$ cat config.mk
export PLATFORM = sky130hd
export DESIGN_NAME = ymodem_packet_receiver_unit
export DESIGN_NICKNAME = d
export VERILOG_FILES = /design/src/rtl/core/ymr_pkg.sv /design/src/rtl/core/ymr_crc.sv /design/src/rtl/core/ymr_frame_ctrl.sv /design/src/rtl/core/ymodem_packet_receiver_unit.sv
export SDC_FILE = /design/constraint.sdc
export NUM_CORES = 1
export LEC_CHECK = 0
export ABC_AREA = 0
export BUFFER_PORTS_ARGS = -buffer_cell sky130_fd_sc_hd__buf_4
export CAP_MARGIN = 20
export CORE_UTILIZATION = 61
export CTS_BUF_LIST = sky130_fd_sc_hd__clkbuf_4 sky130_fd_sc_hd__clkbuf_8
export DETAILED_ROUTE_END_ITERATION = 16
export GPL_TIMING_DRIVEN = 0
export PLACE_DENSITY_LB_ADDON = 0.08
export SYNTH_ARGS = -nofsm -noshare
export SYNTH_HDL_FRONTEND = slang
export SYNTH_SLANG_ARGS = --single-unit
$ cat constraint.sdc
create_clock -name clk -period 2.88 [get_ports clk]
set_clock_uncertainty 0.15 [all_clocks]
set_input_delay 0.576 -clock clk [delete_from_list [all_inputs] [get_ports clk]]
set_output_delay 0.576 -clock clk [all_outputs]
set_load 0.01 [all_outputs]
$ cat src/rtl/core/ymr_pkg.sv
// ----------------------------------------------------------------------------
// ymr_pkg
// types and constants shared by the ymodem packet receiver
// ----------------------------------------------------------------------------
package ymr_pkg;

    localparam int unsigned SHORT_BLOCK = 128;
    localparam int unsigned LONG_BLOCK  = 1024;
    localparam int unsigned COUNT_W     = $clog2(LONG_BLOCK + 1);

    localparam logic [15:0] TIMEOUT_RESET = 16'd1000;
    localparam logic [15:0] CRC_POLY      = 16'h1021;
    localparam logic [8:0]  NUM_CHECK     = 9'h0FF;

    localparam logic [7:0] H_SOH = 8'h01;
    localparam logic [7:0] H_STX = 8'h02;
    localparam logic [7:0] H_EOT = 8'h04;
    localparam logic [7:0] H_ACK = 8'h06;
    localparam logic [7:0] H_NAK = 8'h15;
    localparam logic [7:0] H_CAN = 8'h18;
    localparam logic [7:0] H_C   = 8'h43;

    localparam logic FUNC_BYTE = 1'b0;
    localparam logic FUNC_TICK = 1'b1;

    localparam logic KIND_DATA   = 1'b0;
    localparam logic KIND_RESULT = 1'b1;

    localparam logic [1:0] ST_OK      = 2'd0;
    localparam logic [1:0] ST_TIMEOUT = 2'd1;
    localparam logic [1:0] ST_CHECK   = 2'd2;
    localparam logic [1:0] ST_UNKNOWN = 2'd3;

    typedef struct packed {
        logic       func;
        logic [7:0] rx_byte;
    } in_item_t;

    typedef struct packed {
        logic       kind;
        logic [7:0] payload_byte;
        logic [9:0] byte_index;
        logic [1:0] status;
        logic [7:0] header_code;
        logic [7:0] block_number;
    } out_item_t;

endpackage

$ cat src/rtl/core/ymr_crc.sv
// ----------------------------------------------------------------------------
// ymr_crc
// byte-wide crc-16/xmodem update, msb first
// ----------------------------------------------------------------------------
module ymr_crc
(
    input  logic [15:0] crc_in,
    input  logic [7:0]  data,
    output logic [15:0] crc_out
);

    always_comb
    begin
        logic [15:0] c;
        c = crc_in ^ {data, 8'h00};
        for (int i = 0; i < 8; i++)
        begin
            if (c[15])
            begin
                c = {c[14:0], 1'b0} ^ ymr_pkg::CRC_POLY;
            end
            else
            begin
                c = {c[14:0], 1'b0};
            end
        end
        crc_out = c;
    end

endmodule

$ cat src/rtl/core/ymr_frame_ctrl.sv
// ----------------------------------------------------------------------------
// ymr_frame_ctrl
// frame state machine, tick timer and result register
// ----------------------------------------------------------------------------
module ymr_frame_ctrl
(
    input  logic               clk,
    input  logic               rst_n,
    input  logic               step,
    input  ymr_pkg::in_item_t  item,
    input  logic [15:0]        timeout_ticks,
    input  logic               out_ready,
    output logic               out_valid,
    output ymr_pkg::out_item_t out_data
);

    typedef enum logic [2:0] {
        PH_IDLE,
        PH_NUM,
        PH_CMP,
        PH_DATA,
        PH_CRCH,
        PH_CRCL
    } phase_t;

    phase_t                         phase_reg, phase_next;
    logic                           long_block_reg, long_block_next;
    logic [7:0]                     header_reg, header_next;
    logic [7:0]                     number_reg, number_next;
    logic [7:0]                     complement_reg, complement_next;
    logic [ymr_pkg::COUNT_W-1:0]    count_reg, count_next;
    logic [15:0]                    crc_reg, crc_next;
    logic [7:0]                     crc_high_reg, crc_high_next;
    logic [15:0]                    ticks_reg, ticks_next;
    logic                           res_valid_reg, res_valid_next;
    ymr_pkg::out_item_t             res_reg, res_next;

    logic [15:0]                    crc_upd;
    logic [ymr_pkg::COUNT_W-1:0]    count_inc;
    logic [ymr_pkg::COUNT_W-1:0]    block_len;
    logic                           num_ok;

    ymr_crc u_crc
    (
        .crc_in  (crc_reg),
        .data    (item.rx_byte),
        .crc_out (crc_upd)
    );

    assign count_inc = count_reg + 1'b1;
    assign block_len = long_block_reg ? ymr_pkg::COUNT_W'(ymr_pkg::LONG_BLOCK)
                                      : ymr_pkg::COUNT_W'(ymr_pkg::SHORT_BLOCK);
    assign num_ok    = ({1'b0, number_reg} + {1'b0, complement_reg}) == ymr_pkg::NUM_CHECK;

    always_comb
    begin
        phase_next      = phase_reg;
        long_block_next = long_block_reg;
        header_next     = header_reg;
        number_next     = number_reg;
        complement_next = complement_reg;
        count_next      = count_reg;
        crc_next        = crc_reg;
        crc_high_next   = crc_high_reg;
        ticks_next      = ticks_reg;
        res_valid_next  = res_valid_reg && !out_ready;
        res_next        = res_reg;

        if (step)
        begin
            res_next              = '0;
            res_next.kind         = ymr_pkg::KIND_RESULT;
            res_next.header_code  = header_reg;
            res_next.block_number = number_reg;

            if (item.func == ymr_pkg::FUNC_TICK)
            begin
                if (ticks_reg > 16'd1)
                begin
                    ticks_next = ticks_reg - 16'd1;
                end
                else
                begin
                    res_valid_next    = 1'b1;
                    res_next.status   = ymr_pkg::ST_TIMEOUT;
                    phase_next        = PH_IDLE;
                    header_next       = '0;
                    number_next       = '0;
                    ticks_next        = timeout_ticks;
                end
            end
            else
            begin
                ticks_next = timeout_ticks;
                unique case (phase_reg)
                    PH_IDLE:
                    begin
                        if (item.rx_byte == ymr_pkg::H_SOH || item.rx_byte == ymr_pkg::H_STX)
                        begin
                            header_next     = item.rx_byte;
                            long_block_next = (item.rx_byte == ymr_pkg::H_STX);
                            number_next     = '0;
                            complement_next = '0;
                            count_next      = '0;
                            crc_next        = '0;
                            crc_high_next   = '0;
                            phase_next      = PH_NUM;
                        end
                        else
                        begin
                            res_valid_next        = 1'b1;
                            res_next.header_code  = item.rx_byte;
                            res_next.block_number = '0;
                            if (item.rx_byte == ymr_pkg::H_EOT || item.rx_byte == ymr_pkg::H_ACK
                                || item.rx_byte == ymr_pkg::H_NAK
                                || item.rx_byte == ymr_pkg::H_CAN
                                || item.rx_byte == ymr_pkg::H_C)
                            begin
                                res_next.status = ymr_pkg::ST_OK;
                            end
                            else
                            begin
                                res_next.status = ymr_pkg::ST_UNKNOWN;
                            end
                            phase_next  = PH_IDLE;
                            header_next = '0;
                            number_next = '0;
                        end
                    end
                    PH_NUM:
                    begin
                        number_next = item.rx_byte;
                        phase_next  = PH_CMP;
                    end
                    PH_CMP:
                    begin
                        complement_next = item.rx_byte;
                        phase_next      = PH_DATA;
                    end
                    PH_DATA:
                    begin
                        res_valid_next        = 1'b1;
                        res_next.kind         = ymr_pkg::KIND_DATA;
                        res_next.payload_byte = item.rx_byte;
                        res_next.byte_index   = count_reg[9:0];
                        res_next.status       = ymr_pkg::ST_OK;
                        crc_next              = crc_upd;
                        count_next            = count_inc;
                        if (count_inc >= block_len)
                        begin
                            phase_next = PH_CRCH;
                        end
                    end
                    PH_CRCH:
                    begin
                        crc_high_next = item.rx_byte;
                        phase_next    = PH_CRCL;
                    end
                    PH_CRCL:
                    begin
                        res_valid_next  = 1'b1;
                        res_next.status = (num_ok && crc_reg == {crc_high_reg, item.rx_byte})
                                          ? ymr_pkg::ST_OK : ymr_pkg::ST_CHECK;
                        phase_next      = PH_IDLE;
                        header_next     = '0;
                        number_next     = '0;
                    end
                    default:
                    begin
                        phase_next = PH_IDLE;
                    end
                endcase
            end
        end
    end

    always_ff @(posedge clk or negedge rst_n)
    begin
        if (!rst_n)
        begin
            phase_reg      <= PH_IDLE;
            long_block_reg <= 1'b0;
            header_reg     <= '0;
            number_reg     <= '0;
            complement_reg <= '0;
            count_reg      <= '0;
            crc_reg        <= '0;
            crc_high_reg   <= '0;
            ticks_reg      <= ymr_pkg::TIMEOUT_RESET;
            res_valid_reg  <= 1'b0;
            res_reg        <= '0;
        end
        else
        begin
            phase_reg      <= phase_next;
            long_block_reg <= long_block_next;
            header_reg     <= header_next;
            number_reg     <= number_next;
            complement_reg <= complement_next;
            count_reg      <= count_next;
            crc_reg        <= crc_next;
            crc_high_reg   <= crc_high_next;
            ticks_reg      <= ticks_next;
            res_valid_reg  <= res_valid_next;
            res_reg        <= res_next;
        end
    end

    assign out_valid = res_valid_reg;
    assign out_data  = res_reg;

endmodule

$ cat src/rtl/core/ymodem_packet_receiver_unit.sv
// ----------------------------------------------------------------------------
// ymodem_packet_receiver_unit
// ymodem crc-16 frame receiver: payload bytes with index, then a frame status
// ----------------------------------------------------------------------------
// One item (a received byte or a timer tick) is taken every clock while
// in_ready is high. An item lands in the input register; the frame logic and
// the byte crc then update on it and load the result register, which holds
// its result until out_ready takes it.
// in_ready falls only while both the input and the result register are full
// and out_ready is low. The timeout register is written at any clock through
// the cfg channel and takes effect at the next timer reload.
module ymodem_packet_receiver_unit
(
    input  logic               clk,
    input  logic               rst_n,
    input  logic               in_valid,
    output logic               in_ready,
    input  ymr_pkg::in_item_t  in_data,
    output logic               out_valid,
    input  logic               out_ready,
    output ymr_pkg::out_item_t out_data,
    input  logic               cfg_valid,
    output logic               cfg_ready,
    input  logic [15:0]        cfg_data
);

    logic              s1_valid_reg, s1_valid_next;
    ymr_pkg::in_item_t s1_item_reg, s1_item_next;
    logic [15:0]       timeout_reg, timeout_next;
    logic              res_free;
    logic              step;

    assign res_free  = !out_valid || out_ready;
    assign step      = s1_valid_reg && res_free;
    assign in_ready  = !s1_valid_reg || res_free;
    assign cfg_ready = 1'b1;

    always_comb
    begin
        s1_valid_next = s1_valid_reg && !step;
        s1_item_next  = s1_item_reg;
        timeout_next  = timeout_reg;
        if (in_valid && in_ready)
        begin
            s1_valid_next = 1'b1;
            s1_item_next  = in_data;
        end
        if (cfg_valid)
        begin
            timeout_next = cfg_data;
        end
    end

    always_ff @(posedge clk or negedge rst_n)
    begin
        if (!rst_n)
        begin
            s1_valid_reg <= 1'b0;
            s1_item_reg  <= '0;
            timeout_reg  <= ymr_pkg::TIMEOUT_RESET;
        end
        else
        begin
            s1_valid_reg <= s1_valid_next;
            s1_item_reg  <= s1_item_next;
            timeout_reg  <= timeout_next;
        end
    end

    ymr_frame_ctrl u_ctrl
    (
        .clk           (clk),
        .rst_n         (rst_n),
        .step          (step),
        .item          (s1_item_reg),
        .timeout_ticks (timeout_reg),
        .out_ready     (out_ready),
        .out_valid     (out_valid),
        .out_data      (out_data)
    );

endmodule

---- After elaboration in Yosys (flattened, before gate mapping) ----
Cells that the tools add are included.
word-level totals
  register bits ........................... 143
  input port bits ......................... 30
  output and inout bits ................... 40
  word-level logic and storage cells ...... 128
operators by class
  add/sub/neg operators ................... 3
  $lt $le $gt $ge ......................... 2
  eq/ne operators ......................... 17
  muxes and demuxes ....................... 45
  bitwise logic cells ..................... 10
  reductions and logical operators ........ 31
operators by type and width
  kind                   number
  $mux 13                8
  $mux 16                5
  $pmux 8 s2             4
  $mux 8                 5
  $mux 19                2
  $pmux 16 s2            1
  $not 3->3              8
  $mux 11                2
  $pmux 11 s2            1
  $mux 18                1
  $eq 16x16->1           1
  $eq 8x3->1 const B     2
  $eq 8x5->1 const B     2
  $gt 16x1->1 const B    1
  $reduce_and 4->1       4
  $sub 16x1->16 const B  1
  $xor 16x16->16         1
  $pmux 3 s5             1
  $add 11x1->11 const B  1
  $ge 11x11->1           1
  $add 8x8->9            1
  $eq 9x8->1 const B     1
  $mux 3                 3
  $reduce_and 3->1       3
  other kinds (21)       48

---- Longest topological paths before layout ----
  depth in word-level cells ............... 18
  depth in mapped cells ................... 12
  mapped depth without buffers ............ 11

---- Hierarchy ----
From an unflattened synthesis, not the netlist that was laid out.
unflattened totals
  cell total of the unflattened synthesis .. 692
  area, all modules ....................... 7404.6 µm²
modules (own cells, without submodules)
  module                       times used  cells an instance  area each (µm²)  seq. area each (µm²)
  ymr_frame_ctrl               1           574                5783.0           2935.3
  ymodem_packet_receiver_unit  1           93                 1226.2           658.1
  ymr_crc                      1           25                 395.4            0.0

---- Worst setup path before layout ----
No wires, ideal clock.
  path kind ............................... register to register
  start point ............................. register u_ctrl.count_reg[2] (netlist name)
  end point ............................... register u_ctrl.phase_reg[1]
  setup time .............................. 0.128 ns
  arrival ................................. 2.010 ns
  data required time ...................... 2.602 ns
  slack ................................... 0.592 ns
  stages on the path, launching flop included .. 12
  buffers on the path ..................... 1
  clock period less this slack ............ 2.288 ns
  cells stage by stage .................... dfrtp_1 nand3_1 nor2_1 and3_1 clkbuf_1 xnor2_1 ha_1 nand2_1 o41ai_1 o22ai_1 nor2b_1 o21ai_0
between the ends
  word-level cells in the longest chain between the ends .. 4
ends and longest elaborated chain
  item                        line                   RTL
  start: declaration          ymr_frame_ctrl.sv:31   logic [ymr_pkg::COUNT_W-1:0] count_reg, count_next;
  start signal: assignment    ymr_frame_ctrl.sv:200  count_reg <= count_next;
  $add 11x1->11               ymr_frame_ctrl.sv:50   assign count_inc = count_reg + 1'b1;
  $ge 11x11->1                ymr_frame_ctrl.sv:149  if (count_inc >= block_len)
  $ne 3x2->1 (no line)        --
  $reduce_and 3->1 (no line)  --
  end signal: assignment      ymr_frame_ctrl.sv:195  phase_reg <= phase_next;
  end: declaration            ymr_frame_ctrl.sv:26   phase_t phase_reg, phase_next;
No other way between the ends.
A chain may end at the register's enable or synchronous reset.

---- Worst setup path in the final report ----
  start point ............................. register s1_item_reg[3] (netlist name)
  end point ............................... register u_ctrl.count_reg[6] (netlist name)
between the ends
  word-level cells in the longest chain between the ends .. 4
  elaborated cells between the ends (all ways) .. 5
  those cells by class .................... 3 x eq/ne; 2 x reduce/logical
ends and longest elaborated chain
  item                                             line                               RTL
  start: declaration                               ymodem_packet_receiver_unit.sv:28  ymr_pkg::in_item_t s1_item_reg, s1_item_next;
  start signal: assignment                         ymodem_packet_receiver_unit.sv:65  s1_item_reg <= s1_item_next;
  $eq 8x1->1 / $eq 8x2->1 (equally long branches)  ymr_frame_ctrl.sv:98               if (item.rx_byte == ymr_pkg::H_SOH || item.rx_byte == ymr_pkg::H_STX)
  $logic_or 1x1->1 *                               ymr_frame_ctrl.sv:98
  $ne 2x1->1 (no line) *                           --
  $reduce_and 4->1 (no line) *                     --
Every way passes the cells marked *; elsewhere a longest branch is shown, timed or not.

==> flow_summary.toml <==
[sta]
rsz0062_at_grt = "no"
tightest_slew_ns = 0.9944
setup_viol = 0
drv_slew = 0
timing.setup.tns_ns = 0
min_period_ns = 2.782
fin_crit_sh = 0.9659
clock.fmax_mhz = 359.5
hold_viol = 0
relSlewSlack = 0.3356

[power]
leakage_uw = 0.003703
powerDensity_nw_per_um2 = 909.2
ir_worst_vdd_uv = 657.4

[placed_design]
io_buffer_count = 67
dp_hpwl_um = 12040
place_congestion = 0.9419

[run]
drv_cap = 0

[clock_tree]
cts.path.max_buffers = 2
tritoncts = "built"
cts_buffers = 17
cts.clk_slew.worst_paths_ns = 0.08
h-tree-depth = 4
clk_latency_ns = 0.47
cts-root-buf = "clkbuf_8"
clock-sinks = 143

[synthesis]
yosysSeqAreaShare = 0.4998
yosysUniqueCellTypes = 63
syn_avg_cell_area_um2 = 9.944
yosysTopAreaCell = "dfrtp_1"
yosysWarnings = 0
netlist_instances = 723
synth_flop_cell = "dfrtp_1"
synth.most_common_cell = "dfrtp_1"
synthesis.area_um2 = 7189
synth_top_area_frac = 0.4560
syn_nets = 767
synth_edf_count = 0
synth_common_cells = "dfrtp_1 (131), nand2_1 (92), o21ai_0 (92), a21oi_1 (31), nor2_1 (30)"
synthArstFlopShare = 1.000
synth_seq_cells = 143
ys_top_cells_by_area = "dfrtp_1 (46%), o21ai_0 (6.4%), nand2_1 (4.8%), dfstp_2 (4.4%), mux2_2 (3.9%)"

[grt]
grt_use_total = 0.3037
grt_pass1_wl_um = 28970
grt_max_degree = 73
grt_pass1_vias = 5813
antenna_found_initial = 0
grt_overflow_total = 0

[drt]
first_iter_violations = 462
top_layer = "met4"
vias = 5845
wl_met1_um = 7727
first_pass_iters = 5
wl_met3_um = 965
wl_per_cell_um = 18.25
via_per_inst = 6.044
met2_length_um = 8548
wl_um = 17650
drc_errors = 0
ant_nets = 0

[final_layout]
drive_above_1_share = 0.2039
syn_to_final_growth_pct = 16.83
antenna_cells = 0
largest_reg_flops = 37
fill_cells = 864
final_util = 0.7325
fin_nets = 855

[worst_setup_path]
crit_path_frequent_cell = "buf_2"
critPathSlowestCell = "o21ai_1"
start_kind = "flip-flop"
cp.required_ns = 3.07
critPathCaptureType = "flip-flop"
max_stage_delay_ns = 0.39
worstPathMaxFanout = 10
crit_type = "flip-flop to flip-flop"
path_cells = "buf_2, nor3_2, a31oi_2, nor4_1, o21ai_1, buf_2, o21ai_0, o41ai_1"
worstPathArrival_ns = 2.97

[hold_path]
hp-class = "input pin to flip-flop"

[floorplanning]
die_w_um = 110.6
start_util = 0.6270
ios = 70
core_um2 = 11470
die-area_um2 = 12220
rows = 39
die_height_um = 110.6

[status]
status = "completed"
-- cell usage in the layout (no fill, tap or decap), types with 5 or more instances in the layout --
cell,netlist,layout
nand3_1,21,20
o21ai_0,92,92
xor2_1,28,28
buf_4,4,70
mux2_2,25,25
inv_1,20,20
xnor2_1,21,21
bufinv_16,0,5
a22o_1,22,22
nand2b_1,7,7
dfstp_2,12,12
nor4_1,7,7
clkbuf_8,0,21
a21oi_1,31,31
mux2i_1,9,9
nor3_1,14,14
nor2_1,30,29
clkbuf_1,29,29
nand4_1,9,9
nand2_1,92,92
dfrtp_1,131,130
nor2b_1,7,7
and2_1,6,6
o41ai_1,5,5
buf_2,8,8
ha_1,13,13
-- logic make-up after synthesis --
logic type | Yosys count | synth area share
compound gates | 188 | 0.1627
flops | 143 | 0.4998
fa+ha+maj | 14 | 0.02541
buf+inv | 68 | 0.04211
xor+xnor | 49 | 0.05969
other cells | 1 | 0.0005216
simple gates | 225 | 0.1565
mux | 35 | 0.05325
-- path summary, 6_finish.rpt --
check | from | endpoint | slack (ns) | depth (start not counted)
worst max-delay path | s1_item_reg[3] | u_ctrl.count_reg[6] | 0.1 | 8
worst min-delay path | in_valid | s1_valid_reg | 0.17 | 2
worst max register to register | s1_item_reg[3] | u_ctrl.count_reg[6] | 0.1 | 8
worst min register to register | u_ctrl.out_data[6] | u_ctrl.out_data[6] | 0.33 | 2
max in group asynchronous | rst_n | u_ctrl.crc_reg[8] | 1.26 | 3
min in group asynchronous | rst_n | u_ctrl.ticks_reg[4] | 0.54 | 2
-- report_power, final --
| part | internal [uW] | switching, uW |
|---|---|---|
| sequential | 2600 | 514 |
| combinational | 1100 | 1530 |
| clock | 1130 | 757 |
-- per-stage QoR --
stage                     worst slack [ns]  total power [uW]  hold WS [ns]  instance area (um^2)  instances
after detailed placement            0.1086              5708        0.3213                  7903        934
after CTS                          0.07332              7629        0.1361                  8391        967
after floorplan                     0.5919              4835        0.1304                  7189        723
final                              0.09815              7637        0.1650                  8399        967
after global routing               0.02472              8079        0.1525                  8399        967
after global placement              0.2122              5590        0.3143                  7871        933
-- metal layers --
| metal | vias up | global-route usage |
|---|---|---|
| li1 | 2719 | - |
| met1 | 2893 | 0.3990 |
| met2 | 198 | 0.4878 |
| met3 | 35 | 0.06367 |
| met4 | 0 | 0.1342 |
| met5 | - | 0 |
-- repair_timing --
action,4_1_cts,5_1_grt
endpoints found under the setup margin,0,3
hold buffers,1,0
buffers inserted,0,0
hold endpoints to repair,61,0
resized for setup,0,3
-- area by class of cell --
cell class / instances / area [um^2] / area share
inverters: 20 / 75.07 / 0.008938
well taps: 143 / 178.9 / 0.02130
multi-input cells: 512 / 3301 / 0.3930
clock inverters: 10 / 181.4 / 0.02160
repair buffers: 69 / 544.3 / 0.06480
clock buffers: 22 / 296.5 / 0.03530
flip-flops and latches: 143 / 3595 / 0.4280
plain buffers: 48 / 227.7 / 0.02711
-- critical path: cells and delay by family (launching register included) --
kind,cells,cell delay [ns]
AO/OA/AOI/OAI,4,0.95
AND/OR/NAND/NOR,2,0.65
buffers and inverters,2,0.54
flip-flops,1,0.37
Power figures use the tool's default switching activity.
